## src/design/bdl_pkg.sv

```systemverilog
// ----------------------------------------------------------------------------
// bdl_pkg
// shared codes, reset values and types for the button debounce block
// ----------------------------------------------------------------------------
package bdl_pkg;

    localparam int BUTTON_COUNT_DEFAULT = 3;
    localparam int PIN_COUNT            = 3;   // width of the pin and mask fields
    localparam int TIME_W               = 32;
    localparam int CFG_W                = 16;

    // item opcodes
    localparam logic OP_SAMPLE = 1'b0;
    localparam logic OP_TAKE   = 1'b1;

    // event codes
    localparam logic [2:0] EV_NONE    = 3'd0;
    localparam logic [2:0] EV_PRESS   = 3'd1;
    localparam logic [2:0] EV_RELEASE = 3'd2;
    localparam logic [2:0] EV_LONG    = 3'd3;
    localparam logic [2:0] EV_REPEAT  = 3'd4;

    // register indexes
    localparam logic [1:0] CFG_ENABLE     = 2'd0;
    localparam logic [1:0] CFG_DEBOUNCE   = 2'd1;
    localparam logic [1:0] CFG_LONG_PRESS = 2'd2;
    localparam logic [1:0] CFG_REPEAT     = 2'd3;

    // reset values
    localparam logic [CFG_W-1:0] DEBOUNCE_RESET   = 16'd50;
    localparam logic [CFG_W-1:0] LONG_PRESS_RESET = 16'd1000;
    localparam logic [CFG_W-1:0] REPEAT_RESET     = 16'd200;

    typedef struct packed {
        logic [CFG_W-1:0] debounce_time;
        logic [CFG_W-1:0] long_press_time;
        logic [CFG_W-1:0] repeat_period;
    } timing_cfg_t;

    // per-button control from the top level
    typedef struct packed {
        logic sample;   // sample item accepted while enabled
        logic take;     // take item accepted for this button
    } button_ctrl_t;

endpackage

```

## src/design/button_debounce_long_press_repeat.sv

```systemverilog
// ----------------------------------------------------------------------------
// button_debounce_long_press_repeat
// debouncer with press, release, long-press and auto-repeat events
// ----------------------------------------------------------------------------
// Every accepted item gives exactly one result item. The result register is
// loaded at the accepting edge when it is free (else the skid entry is), so
// out_valid is registered. A new item can be taken every cycle while in_stall
// is low. A sample item (op 0) updates all buttons at once while enabled, in the
// per-button logic, which is only a few 32-bit subtractions and compares
// deep; a take item (op 1) returns and clears the latched event of one
// button. The result is held in an output register backed by one skid
// entry, so the input keeps flowing for one more item after the output
// stalls; in_stall rises only when both entries are full. Configuration writes
// should be done while no items are in flight.
module button_debounce_long_press_repeat
    import bdl_pkg::*;
#(
    parameter int BUTTON_COUNT = BUTTON_COUNT_DEFAULT
)
(
    input  logic                 clk,
    input  logic                 rst_n,
    // input items
    input  logic                 in_valid,
    output logic                 in_stall,
    input  logic                 op,
    input  logic [PIN_COUNT-1:0] pin_levels,
    input  logic [TIME_W-1:0]    now_ms,
    input  logic [1:0]           button_id,
    // result items
    output logic                 out_valid,
    input  logic                 out_stall,
    output logic [2:0]           event_code,
    output logic [PIN_COUNT-1:0] pressed_mask,
    // configuration
    input  logic                 cfg_we,
    input  logic [1:0]           cfg_index,
    input  logic [CFG_W-1:0]     cfg_data
);

    // configuration registers
    logic        enabled_reg;
    timing_cfg_t timing_reg;

    always_ff @(posedge clk or negedge rst_n)
    begin
        if (!rst_n)
        begin
            enabled_reg                <= 1'b0;
            timing_reg.debounce_time   <= DEBOUNCE_RESET;
            timing_reg.long_press_time <= LONG_PRESS_RESET;
            timing_reg.repeat_period   <= REPEAT_RESET;
        end
        else if (cfg_we)
        begin
            unique case (cfg_index)
                CFG_ENABLE:     enabled_reg                <= cfg_data[0];
                CFG_DEBOUNCE:   timing_reg.debounce_time   <= cfg_data;
                CFG_LONG_PRESS: timing_reg.long_press_time <= cfg_data;
                CFG_REPEAT:     timing_reg.repeat_period   <= cfg_data;
                default:        ;
            endcase
        end
    end

    // handshakes
    logic in_accept;
    logic out_take;

    assign in_accept = in_valid && !in_stall;
    assign out_take  = out_valid && !out_stall;

    // per-button logic
    logic [BUTTON_COUNT-1:0] level_next;
    logic [2:0]              button_event [BUTTON_COUNT];

    for (genvar i = 0; i < BUTTON_COUNT; i++)
    begin : g_button
        button_ctrl_t ctrl;
        logic         pressed;

        // buttons past the pin field read as pressed
        if (i < PIN_COUNT)
        begin : g_pin
            assign pressed = !pin_levels[i];
        end
        else
        begin : g_nopin
            assign pressed = 1'b1;
        end

        assign ctrl.sample = in_accept && (op == OP_SAMPLE) && enabled_reg;
        assign ctrl.take   = in_accept && (op == OP_TAKE) && (int'(button_id) == i);

        bdl_button u_button (
            .clk           (clk),
            .rst_n         (rst_n),
            .cfg           (timing_reg),
            .ctrl          (ctrl),
            .pressed       (pressed),
            .now_ms        (now_ms),
            .level_next    (level_next[i]),
            .latched_event (button_event[i])
        );
    end

    // result of the item being accepted
    logic [2:0]           new_event;
    logic [PIN_COUNT-1:0] new_mask;

    always_comb
    begin
        new_event = EV_NONE;
        for (int i = 0; i < BUTTON_COUNT; i++)
        begin
            // out-of-range ids match no button and give none
            if ((op == OP_TAKE) && (int'(button_id) == i))
            begin
                new_event = button_event[i];
            end
        end
        new_mask = '0;
        for (int i = 0; i < PIN_COUNT; i++)
        begin
            if (i < BUTTON_COUNT)
            begin
                new_mask[i] = level_next[i];
            end
        end
    end

    // output register plus one skid entry
    logic                 out_valid_reg;
    logic [2:0]           out_event_reg;
    logic [PIN_COUNT-1:0] out_mask_reg;
    logic                 skid_valid_reg;
    logic [2:0]           skid_event_reg;
    logic [PIN_COUNT-1:0] skid_mask_reg;

    always_ff @(posedge clk or negedge rst_n)
    begin
        if (!rst_n)
        begin
            out_valid_reg  <= 1'b0;
            skid_valid_reg <= 1'b0;
        end
        else if (!out_valid_reg || out_take)
        begin
            // output slot frees up: skid entry first, else the new item
            if (skid_valid_reg)
            begin
                out_valid_reg  <= 1'b1;
                skid_valid_reg <= 1'b0;
            end
            else
            begin
                out_valid_reg  <= in_accept;
            end
        end
        else if (in_accept)
        begin
            skid_valid_reg <= 1'b1;
        end
    end

    // payload, no reset needed
    always_ff @(posedge clk)
    begin
        if (!out_valid_reg || out_take)
        begin
            if (skid_valid_reg)
            begin
                out_event_reg <= skid_event_reg;
                out_mask_reg  <= skid_mask_reg;
            end
            else
            begin
                out_event_reg <= new_event;
                out_mask_reg  <= new_mask;
            end
        end
        else if (in_accept)
        begin
            skid_event_reg <= new_event;
            skid_mask_reg  <= new_mask;
        end
    end

    assign in_stall     = skid_valid_reg;
    assign out_valid    = out_valid_reg;
    assign event_code   = out_event_reg;
    assign pressed_mask = out_mask_reg;

    // skid entry only fills behind a full output register
    a_skid_behind_out: assert property (@(posedge clk) disable iff (!rst_n)
        skid_valid_reg |-> out_valid_reg)
        else $error("skid entry valid while output register empty");

    // a waiting result is never dropped
    a_out_hold: assert property (@(posedge clk) disable iff (!rst_n)
        out_valid_reg && out_stall |=> out_valid_reg)
        else $error("stalled result lost");

    // after an accepted item the output register always holds a result
    a_accept_result: assert property (@(posedge clk) disable iff (!rst_n)
        in_accept |=> out_valid_reg)
        else $error("accepted item produced no result");

endmodule

```

## src/design/bdl_button.sv

```systemverilog
// ----------------------------------------------------------------------------
// bdl_button
// state and next-state logic of one debounced button
// ----------------------------------------------------------------------------
module bdl_button
    import bdl_pkg::*;
(
    input  logic              clk,
    input  logic              rst_n,
    input  timing_cfg_t       cfg,
    input  button_ctrl_t      ctrl,
    input  logic              pressed,
    input  logic [TIME_W-1:0] now_ms,
    output logic              level_next,
    output logic [2:0]        latched_event
);

    logic              level_reg;
    logic [TIME_W-1:0] agree_time_reg;
    logic [TIME_W-1:0] press_start_reg;
    logic              long_done_reg;
    logic [TIME_W-1:0] repeat_time_reg;
    logic [2:0]        event_reg;

    logic [TIME_W-1:0] agree_time_next;
    logic [TIME_W-1:0] press_start_next;
    logic              long_done_next;
    logic [TIME_W-1:0] repeat_time_next;
    logic [2:0]        event_next;

    logic              change_ok;
    logic              press_now;
    logic              sample_level;
    logic [TIME_W-1:0] start_mux;
    logic              long_done_mux;
    logic [TIME_W-1:0] repeat_mux;
    logic [2:0]        event_mux;
    logic [TIME_W-1:0] held;
    logic [TIME_W-1:0] since_repeat;

    always_comb
    begin
        change_ok = (pressed != level_reg) &&
                    ((now_ms - agree_time_reg) >= {16'd0, cfg.debounce_time});
        sample_level = change_ok ? pressed : level_reg;
        press_now    = change_ok && pressed;

        start_mux     = press_now ? now_ms : press_start_reg;
        long_done_mux = press_now ? 1'b0 : long_done_reg;
        repeat_mux    = press_now ? now_ms : repeat_time_reg;
        event_mux     = event_reg;
        if (press_now)
        begin
            event_mux = EV_PRESS;
        end
        else if (change_ok)
        begin
            event_mux = EV_RELEASE;
        end

        held         = now_ms - start_mux;
        since_repeat = now_ms - repeat_mux;

        agree_time_next  = agree_time_reg;
        press_start_next = press_start_reg;
        long_done_next   = long_done_reg;
        repeat_time_next = repeat_time_reg;
        event_next       = event_reg;
        level_next       = level_reg;

        if (ctrl.sample)
        begin
            level_next       = sample_level;
            // agree time follows now unless a disagreeing level is still pending
            agree_time_next  = ((pressed == level_reg) || change_ok) ? now_ms : agree_time_reg;
            press_start_next = start_mux;
            long_done_next   = long_done_mux;
            repeat_time_next = repeat_mux;
            event_next       = event_mux;
            if (sample_level)
            begin
                if (!long_done_mux && (held >= {16'd0, cfg.long_press_time}))
                begin
                    event_next       = EV_LONG;
                    long_done_next   = 1'b1;
                    repeat_time_next = now_ms;
                end
                else if (long_done_mux && (since_repeat >= {16'd0, cfg.repeat_period}))
                begin
                    event_next       = EV_REPEAT;
                    repeat_time_next = now_ms;
                end
            end
        end
        else if (ctrl.take)
        begin
            event_next = EV_NONE;
        end
    end

    always_ff @(posedge clk or negedge rst_n)
    begin
        if (!rst_n)
        begin
            level_reg       <= 1'b0;
            agree_time_reg  <= '0;
            press_start_reg <= '0;
            long_done_reg   <= 1'b0;
            repeat_time_reg <= '0;
            event_reg       <= EV_NONE;
        end
        else
        begin
            level_reg       <= level_next;
            agree_time_reg  <= agree_time_next;
            press_start_reg <= press_start_next;
            long_done_reg   <= long_done_next;
            repeat_time_reg <= repeat_time_next;
            event_reg       <= event_next;
        end
    end

    assign latched_event = event_reg;

endmodule
```

## config.mk

```make
export PLATFORM = sky130hd
export DESIGN_NAME = button_debounce_long_press_repeat
export DESIGN_NICKNAME = d
export VERILOG_FILES = /design/src/design/bdl_pkg.sv /design/src/design/button_debounce_long_press_repeat.sv /design/src/design/bdl_button.sv
export SDC_FILE = /design/constraint.sdc
export NUM_CORES = 2
export LEC_CHECK = 0
export BUFFER_PORTS_ARGS = -buffer_cell sky130_fd_sc_hd__buf_4
export CAP_MARGIN = 15
export CORE_ASPECT_RATIO = 0.8
export CORE_MARGIN = 1
export CORE_UTILIZATION = 60
export CTS_CLUSTER_DIAMETER = 150
export DETAILED_ROUTE_END_ITERATION = 10
export PLACE_DENSITY_LB_ADDON = 0.08
export SLEW_MARGIN = 25
export SYNTH_ARGS = -nofsm -noshare
export SYNTH_HDL_FRONTEND = slang
export SYNTH_SLANG_ARGS = --single-unit
```

## constraint.sdc

```tcl
create_clock -name clk -period 12.95 [get_ports clk]
set_clock_uncertainty 0.05 [all_clocks]
set_input_delay 1.295 -clock clk [delete_from_list [all_inputs] [get_ports clk]]
set_output_delay 1.295 -clock clk [all_outputs]
set_load 0.03 [all_outputs]
```

# ---- Word-level counts from Yosys, hierarchy flattened
# Cells that the tools add are included.
# Widths: inputs -> output; s select.
dict set report op_classes {
  shifts 0
  n_bitwise 2
  mux 59
  magnitude_cmp 9
  multipliers 0
  n_div 0
  add_sub_neg 9
  n_eq_ne 11
  n_reduce_logical 50
}
# operator n
set ops {}
lappend ops {{$mux 32} 15}
lappend ops {{$ge 32x16->1} 9}
lappend ops {{$sub 32x32->32} 9}
lappend ops {{$mux 3} 26}
lappend ops {{$logic_and 1x1->1} 23}
lappend ops {{$mux 1} 18}
lappend ops {{$reduce_and 2->1} 8}
lappend ops {{$logic_not 1->1} 9}
lappend ops {{$eq 2x2->1 const B} 4}
lappend ops {{$reduce_bool 2->1} 4}
lappend ops {{$logic_not 2->1} 2}
lappend ops {{$logic_or 1x1->1} 4}
lappend ops {{$eq 1x1->1} 3}
lappend ops {{$ne 1x1->1} 3}
lappend ops {{$eq 2x1->1 const B} 1}
lappend ops {{$not 1->1} 2}
dict set report totals {
  word_cells 168
  latch_bits 0
  ff_bits 366
  ramBits 0
  output_inout_bits 8
  mem_count 0
  rom_bits 0
}

# ---- Depth between registers and ports, before layout
dict set report depth {
  ltp_word 12
  mapped_depth 49
}

# ---- By module
# From an unflattened synthesis, not the netlist that was laid out.
dict set report unflattened {
  cells_unflattened 4282
  area_unflattened_um2 36930.4
}
# mod area_per_inst_um2 cells_per_inst instances
set modules_own_cells {}
lappend modules_own_cells {{bdl_button (g_button[2].u_button)} 11604.9 1423 1}
lappend modules_own_cells {{bdl_button (g_button[0].u_button)} 11466.0 1395 1}
lappend modules_own_cells {{bdl_button (g_button[1].u_button)} 11208.2 1310 1}
lappend modules_own_cells {button_debounce_long_press_repeat 2651.3 154 1}

# ---- Least setup slack after synthesis
# Ideal clock, no wire load.
dict set report synth_timing {
  kind {input port to flip-flop}
  startpoint {input port now_ms[0]}
  endpoint {register g_button[2].u_button.repeat_time_reg[12]}
  path_slack_ps 2403
  required_ps 12775
  stages 44
  n_path_buf 3
  arrival_time_ps 10372
  cell_sequence {inv_1 > ha_1 > fa_1 > nand2b_1 > a21o_1 > a211o_1 > nand2_1 > a21o_1 > a21oi_1 > xnor2_1 > ha_1 > a21o_1 > a21o_1 > a21oi_1 > o21ai_0 > a211oi_1 > nand4_1 > a2111oi_4 > (+8 left out) > a221o_1 > a21o_1 > a21oi_1 > xnor2_1 > ha_1 > a2111o_1 > a221oi_1 > o2111a_1 > nand4_1 > a2111o_1 > a2111oi_0 > nand4_1 > a2111oi_0 > o221a_2 > or3_1 > o211a_2 > buf_2 > mux2_2}
}
dict set report synth_via {
  elab_chain_len 11
  word_cells_on_any_way 18
  cone_classes {add/sub (3); order compare (3); mux (7); reduce/logical (5)}
}
# element line
set synth_lines {}
lappend synth_lines {{start, declared} button_debounce_long_press_repeat.sv:28} ;# input logic [TIME_W-1:0] now_ms,
lappend synth_lines {{$sub 32x32->32} bdl_button.sv:44} ;# ((now_ms - agree_time_reg) >= {16'd0, cfg.debounce_time});
lappend synth_lines {{$ge 32x16->1} bdl_button.sv:44}
lappend synth_lines {{$logic_and 1x1->1} bdl_button.sv:43} ;# change_ok = (pressed != level_reg) &&
lappend synth_lines {{$logic_and 1x1->1} bdl_button.sv:46} ;# press_now = change_ok && pressed;
lappend synth_lines {{$mux 32} bdl_button.sv:50} ;# repeat_mux = press_now ? now_ms : repeat_time_reg;
lappend synth_lines {{$sub 32x32->32} bdl_button.sv:62} ;# since_repeat = now_ms - repeat_mux;
lappend synth_lines {{$ge 32x16->1} bdl_button.sv:88} ;# else if (long_done_mux && (since_repeat >= {16'd0, cfg.repeat_period}))
lappend synth_lines {{$logic_and 1x1->1} bdl_button.sv:88}
lappend synth_lines {{$mux 32} bdl_button.sv:88}
lappend synth_lines {{$mux 32} bdl_button.sv:82} ;# if (!long_done_mux && (held >= {16'd0, cfg.long_press_time}))
lappend synth_lines {{$mux 32 *} bdl_button.sv:80} ;# if (sample_level)
lappend synth_lines {{end signal, assigned} bdl_button.sv:118} ;# repeat_time_reg <= repeat_time_next;
lappend synth_lines {{end, declared} bdl_button.sv:22} ;# logic [TIME_W-1:0] repeat_time_reg;
# Mark *: on every way between the ends. The rest lies on a longest branch, timed or not.
# A chain may end at the register's enable or synchronous reset.

# ---- Worst setup path after layout
dict set report layout_timing {
  startpoint {input port now_ms[0]}
  endpoint {register g_button[2].u_button.repeat_time_reg[8]}
}
dict set report layout_via {
  word_cells_on_any_way 18
  cone_classes {add/sub (3); order compare (3); mux (7); reduce/logical (5)}
}
# element line
set layout_rtl {}
lappend layout_rtl {{$sub 32x32->32} bdl_button.sv:44}
lappend layout_rtl {{$ge 32x16->1} bdl_button.sv:44}
lappend layout_rtl {{$logic_and 1x1->1} bdl_button.sv:43}
lappend layout_rtl {{$logic_and 1x1->1} bdl_button.sv:46}
lappend layout_rtl {{$mux 32 *} bdl_button.sv:48} ;# start_mux = press_now ? now_ms : press_start_reg;
lappend layout_rtl {{via g_button[2].u_button.start_mux[0]} bdl_button.sv:34} ;# logic [TIME_W-1:0] start_mux;
lappend layout_rtl {{$sub 32x32->32 *} bdl_button.sv:61} ;# held = now_ms - start_mux;
lappend layout_rtl {{$ge 32x16->1 *} bdl_button.sv:82}
lappend layout_rtl {{$logic_and 1x1->1 *} bdl_button.sv:82}
lappend layout_rtl {{$mux 32 *} bdl_button.sv:82}
lappend layout_rtl {{$mux 32 *} bdl_button.sv:80}
# Mark *: on every way through the listed nets, which the timed path passes. The rest lies on a longest branch.

==> metrics.txt <==
status complete, but fails checks; violated checks DRC; antenna violations before repair 2; Area Growth Syn to Fin 7.46%; MaxCap Viol Count 0; Setup CP Type in -> reg; Routed WL about 110 mm; fin crit period between 10 and 15 ns; Pwr per Cell Area between 200 and 250 nW/µm²; CTS tree done; Hold Vio Cnt, Final 0; # H-tree levels 2; Post-Syn Instances 4114; Root Driver clkbuf_16; post-synthesis sequential area ratio roughly 26%; Rows 80; hold buffers post-CTS 0; remaining global-route overflow 0; Synth Warn # 0; CP max stage delay just over 0.7 ns; fin crit share between 90% and 100%; DP Wirelength roughly 81 mm; Via density 6.41; CTS Buf Count 43; post-synth net total 4613; pin count of the biggest net entering global routing between 100 and 150; Port Buffers 68; critical path data arrival time ~12 ns; synth top area cells dfrtp_1 24%, ha_1 15%, mux2_2 7.7%, mux2i_1 5.5%, a21oi_1 4.7%; CP max-delay cell a2111oi_0; slew margin rel. approximately a third; DRT Pass-1 Iters 9; Yosys cell types 97; fin nets 4595; Worst Tran Pin Value ~1.0 ns; chip height 222 µm; CTS max path bufs 3; cell area after synthesis roughly 36000 µm²; RePlAce Congestion approximately 1; post-synth top area cell dfrtp_1; CTS Sinks approximately 370; critical path's most frequent cell a21o_1; I/O pins 69; first-pass GRT wire length approximately 170 mm; clock-pin slew on the worst setup and hold paths roughly 0.060 ns; CTS resizes 0; setup_tns 0 ns; # setup viols final 0; die span in x between 200 and 300 µm; CP required between 10 and 15 ns; syn avg cell area 8.79 µm²; Avg WL per Cell 21.8 µm; Worst Hold Class reg -> reg; Yosys top cell area share 23.7%; Async SR Flop Fraction a little over nine tenths; fmax 83.0 MHz; total track usage between 30 and 40%; worst vdd ir approximately 170 µV; CP Launch Type input pin; post-CTS setup-driven buffer insertion count 0; share of layout cells above drive strength 1 12.9%; vias in the first global route approximately 29000; clk_lat worst skew around 0.60 ns; Setup crit end kind flop; Std-Cell Core Area 59600 µm²; Post-synth EDFFs 12; number of vias in the routed layout around 31000; Leak Pwr roughly 18 nW; RSZ-0062 raised after global routing false; number of synthesized register bits 366; register area around 9000 µm²; Fin Hold WS between 0.4 and 0.5 ns; Initial Utilization 60.7%; Die Area between 60000 and 70000 µm²; FF-to-FF setup slack roughly 1.6 ns; fillers 5071; drt drc 2; dominant synthesized flop cell dfrtp_1; Slew Viols, Final 0; ANT nets after route 0; multi-input logic area ~25000 µm²; DRT iter0 DRCs approximately 2700; Final Non-Filler Cells a little under 5000; crit path max fanout 32; dpl cells slightly below 5000
-- worst max-delay path: cells and delay by family --
family / cells / cell delay [ns]
multiplexers: 2 / 0.71
AND/OR/NAND/NOR: 7 / 1.16
buffers and inverters: 4 / 0.77
AO/OA/AOI/OAI: 25 / 6.47
adder cells (fa/ha/maj): 6 / 1.71
XOR/XNOR: 2 / 0.30
-- cells by family after synthesis --
group           synth area share (%)
fa+ha+maj                       15.3
simple gates                    14.3
flops                           25.5
compound gates                  20.9
mux                             14.8
buf+inv                         4.58
xor+xnor                        4.53
-- path summary, 6_finish.rpt --
| check | start | to | depth (start not counted) |
|---|---|---|---|
| max | now_ms[0] | g_button[2].u_button.repeat_time_reg[8] | 46 |
| min | g_button[2].u_button.press_start_reg[14] | g_button[2].u_button.press_start_reg[14] | 2 |
| max reg2reg | g_button[1].u_button.agree_time_reg[1] | g_button[1].u_button.repeat_time_reg[4] | 43 |
| min reg2reg | g_button[2].u_button.press_start_reg[14] | g_button[2].u_button.press_start_reg[14] | 2 |
| max in group asynchronous | rst_n | g_button[2].u_button.press_start_reg[16] | 2 |
| min in group asynchronous | rst_n | g_button[0].u_button.agree_time_reg[7] | 1 |
-- metal layers --
metal	global-route usage, %	up-vias	share of wire, %
li1	-	15224	-
met1	48.4	15091	46
met2	55.0	984	44
met3	4.30	182	6.3
met4	12.0	0	3.5
met5	0	-	0
-- cells in the mapped netlist, drive strengths merged, types with 41 or more instances --
library cell  instances
ha                  429
nand2               360
a21oi               342
dfrtp               342
mux2                287
o21ai               265
inv                 241
nor2                207
mux2i               200
clkbuf              145
xnor2               112
a21o                109
nand4                79
nand3                77
xor2                 75
nor3                 54
nand2b               50
o21a                 49
a211oi               41
-- placed cells by master (no fill, tap or decap), drive strengths merged, types with 40 or more instances in the layout --
master,netlist,layout
xor2,75,75
a21oi,342,342
ha,429,429
clkbuf,145,55
nand4,79,79
buf,35,117
a211oi,41,41
nor2,207,207
nand2b,50,50
o21a,49,49
nand3,77,77
nor3,54,54
inv,241,251
xnor2,112,112
nand2,360,360
dfrtp,342,342
mux2,287,287
mux2i,200,200
a31oi,40,40
a21o,109,109
o21ai,265,265
-- through the flow --
stage / setup slack [ns] / utilization (%) / cell area (µm²) / power [W]
final: 0.897 / 65.2 / 38800 / 0.00905
after global routing: 0.0925 / 65.2 / 38800 / 0.00982
after CTS: 1.09 / 65.2 / 38800 / 0.00898
after detailed placement: 0.507 / 62.7 / 37400 / 0.00766
after global placement: 0.681 / 62.7 / 37300 / 0.00760
after floorplan: 2.40 / - / 36100 / 0.00631
-- power by group --
| part | leakage (nW) | switching (W) | internal, W |
|---|---|---|---|
| logic | 12.5 | 0.00339 | 0.00253 |
| registers | 4.40 | 0.000240 | 0.00161 |
| clock network | 0.696 | 0.000560 | 0.000721 |
| total | 17.6 | 0.00419 | 0.00486 |
-- cell type report --
cell class,count,area share (%)
Multi-Input combinational cell,3327,65.2
Timing Repair Buffer,117,2.42
Inverter,241,2.33
Clock buffer,55,3.04
Tap cell,779,2.51
Antenna cell,1,0.00644
Sequential cell,366,23.8
Clock inverter,25,0.706
Power figures use the tool's default switching activity.
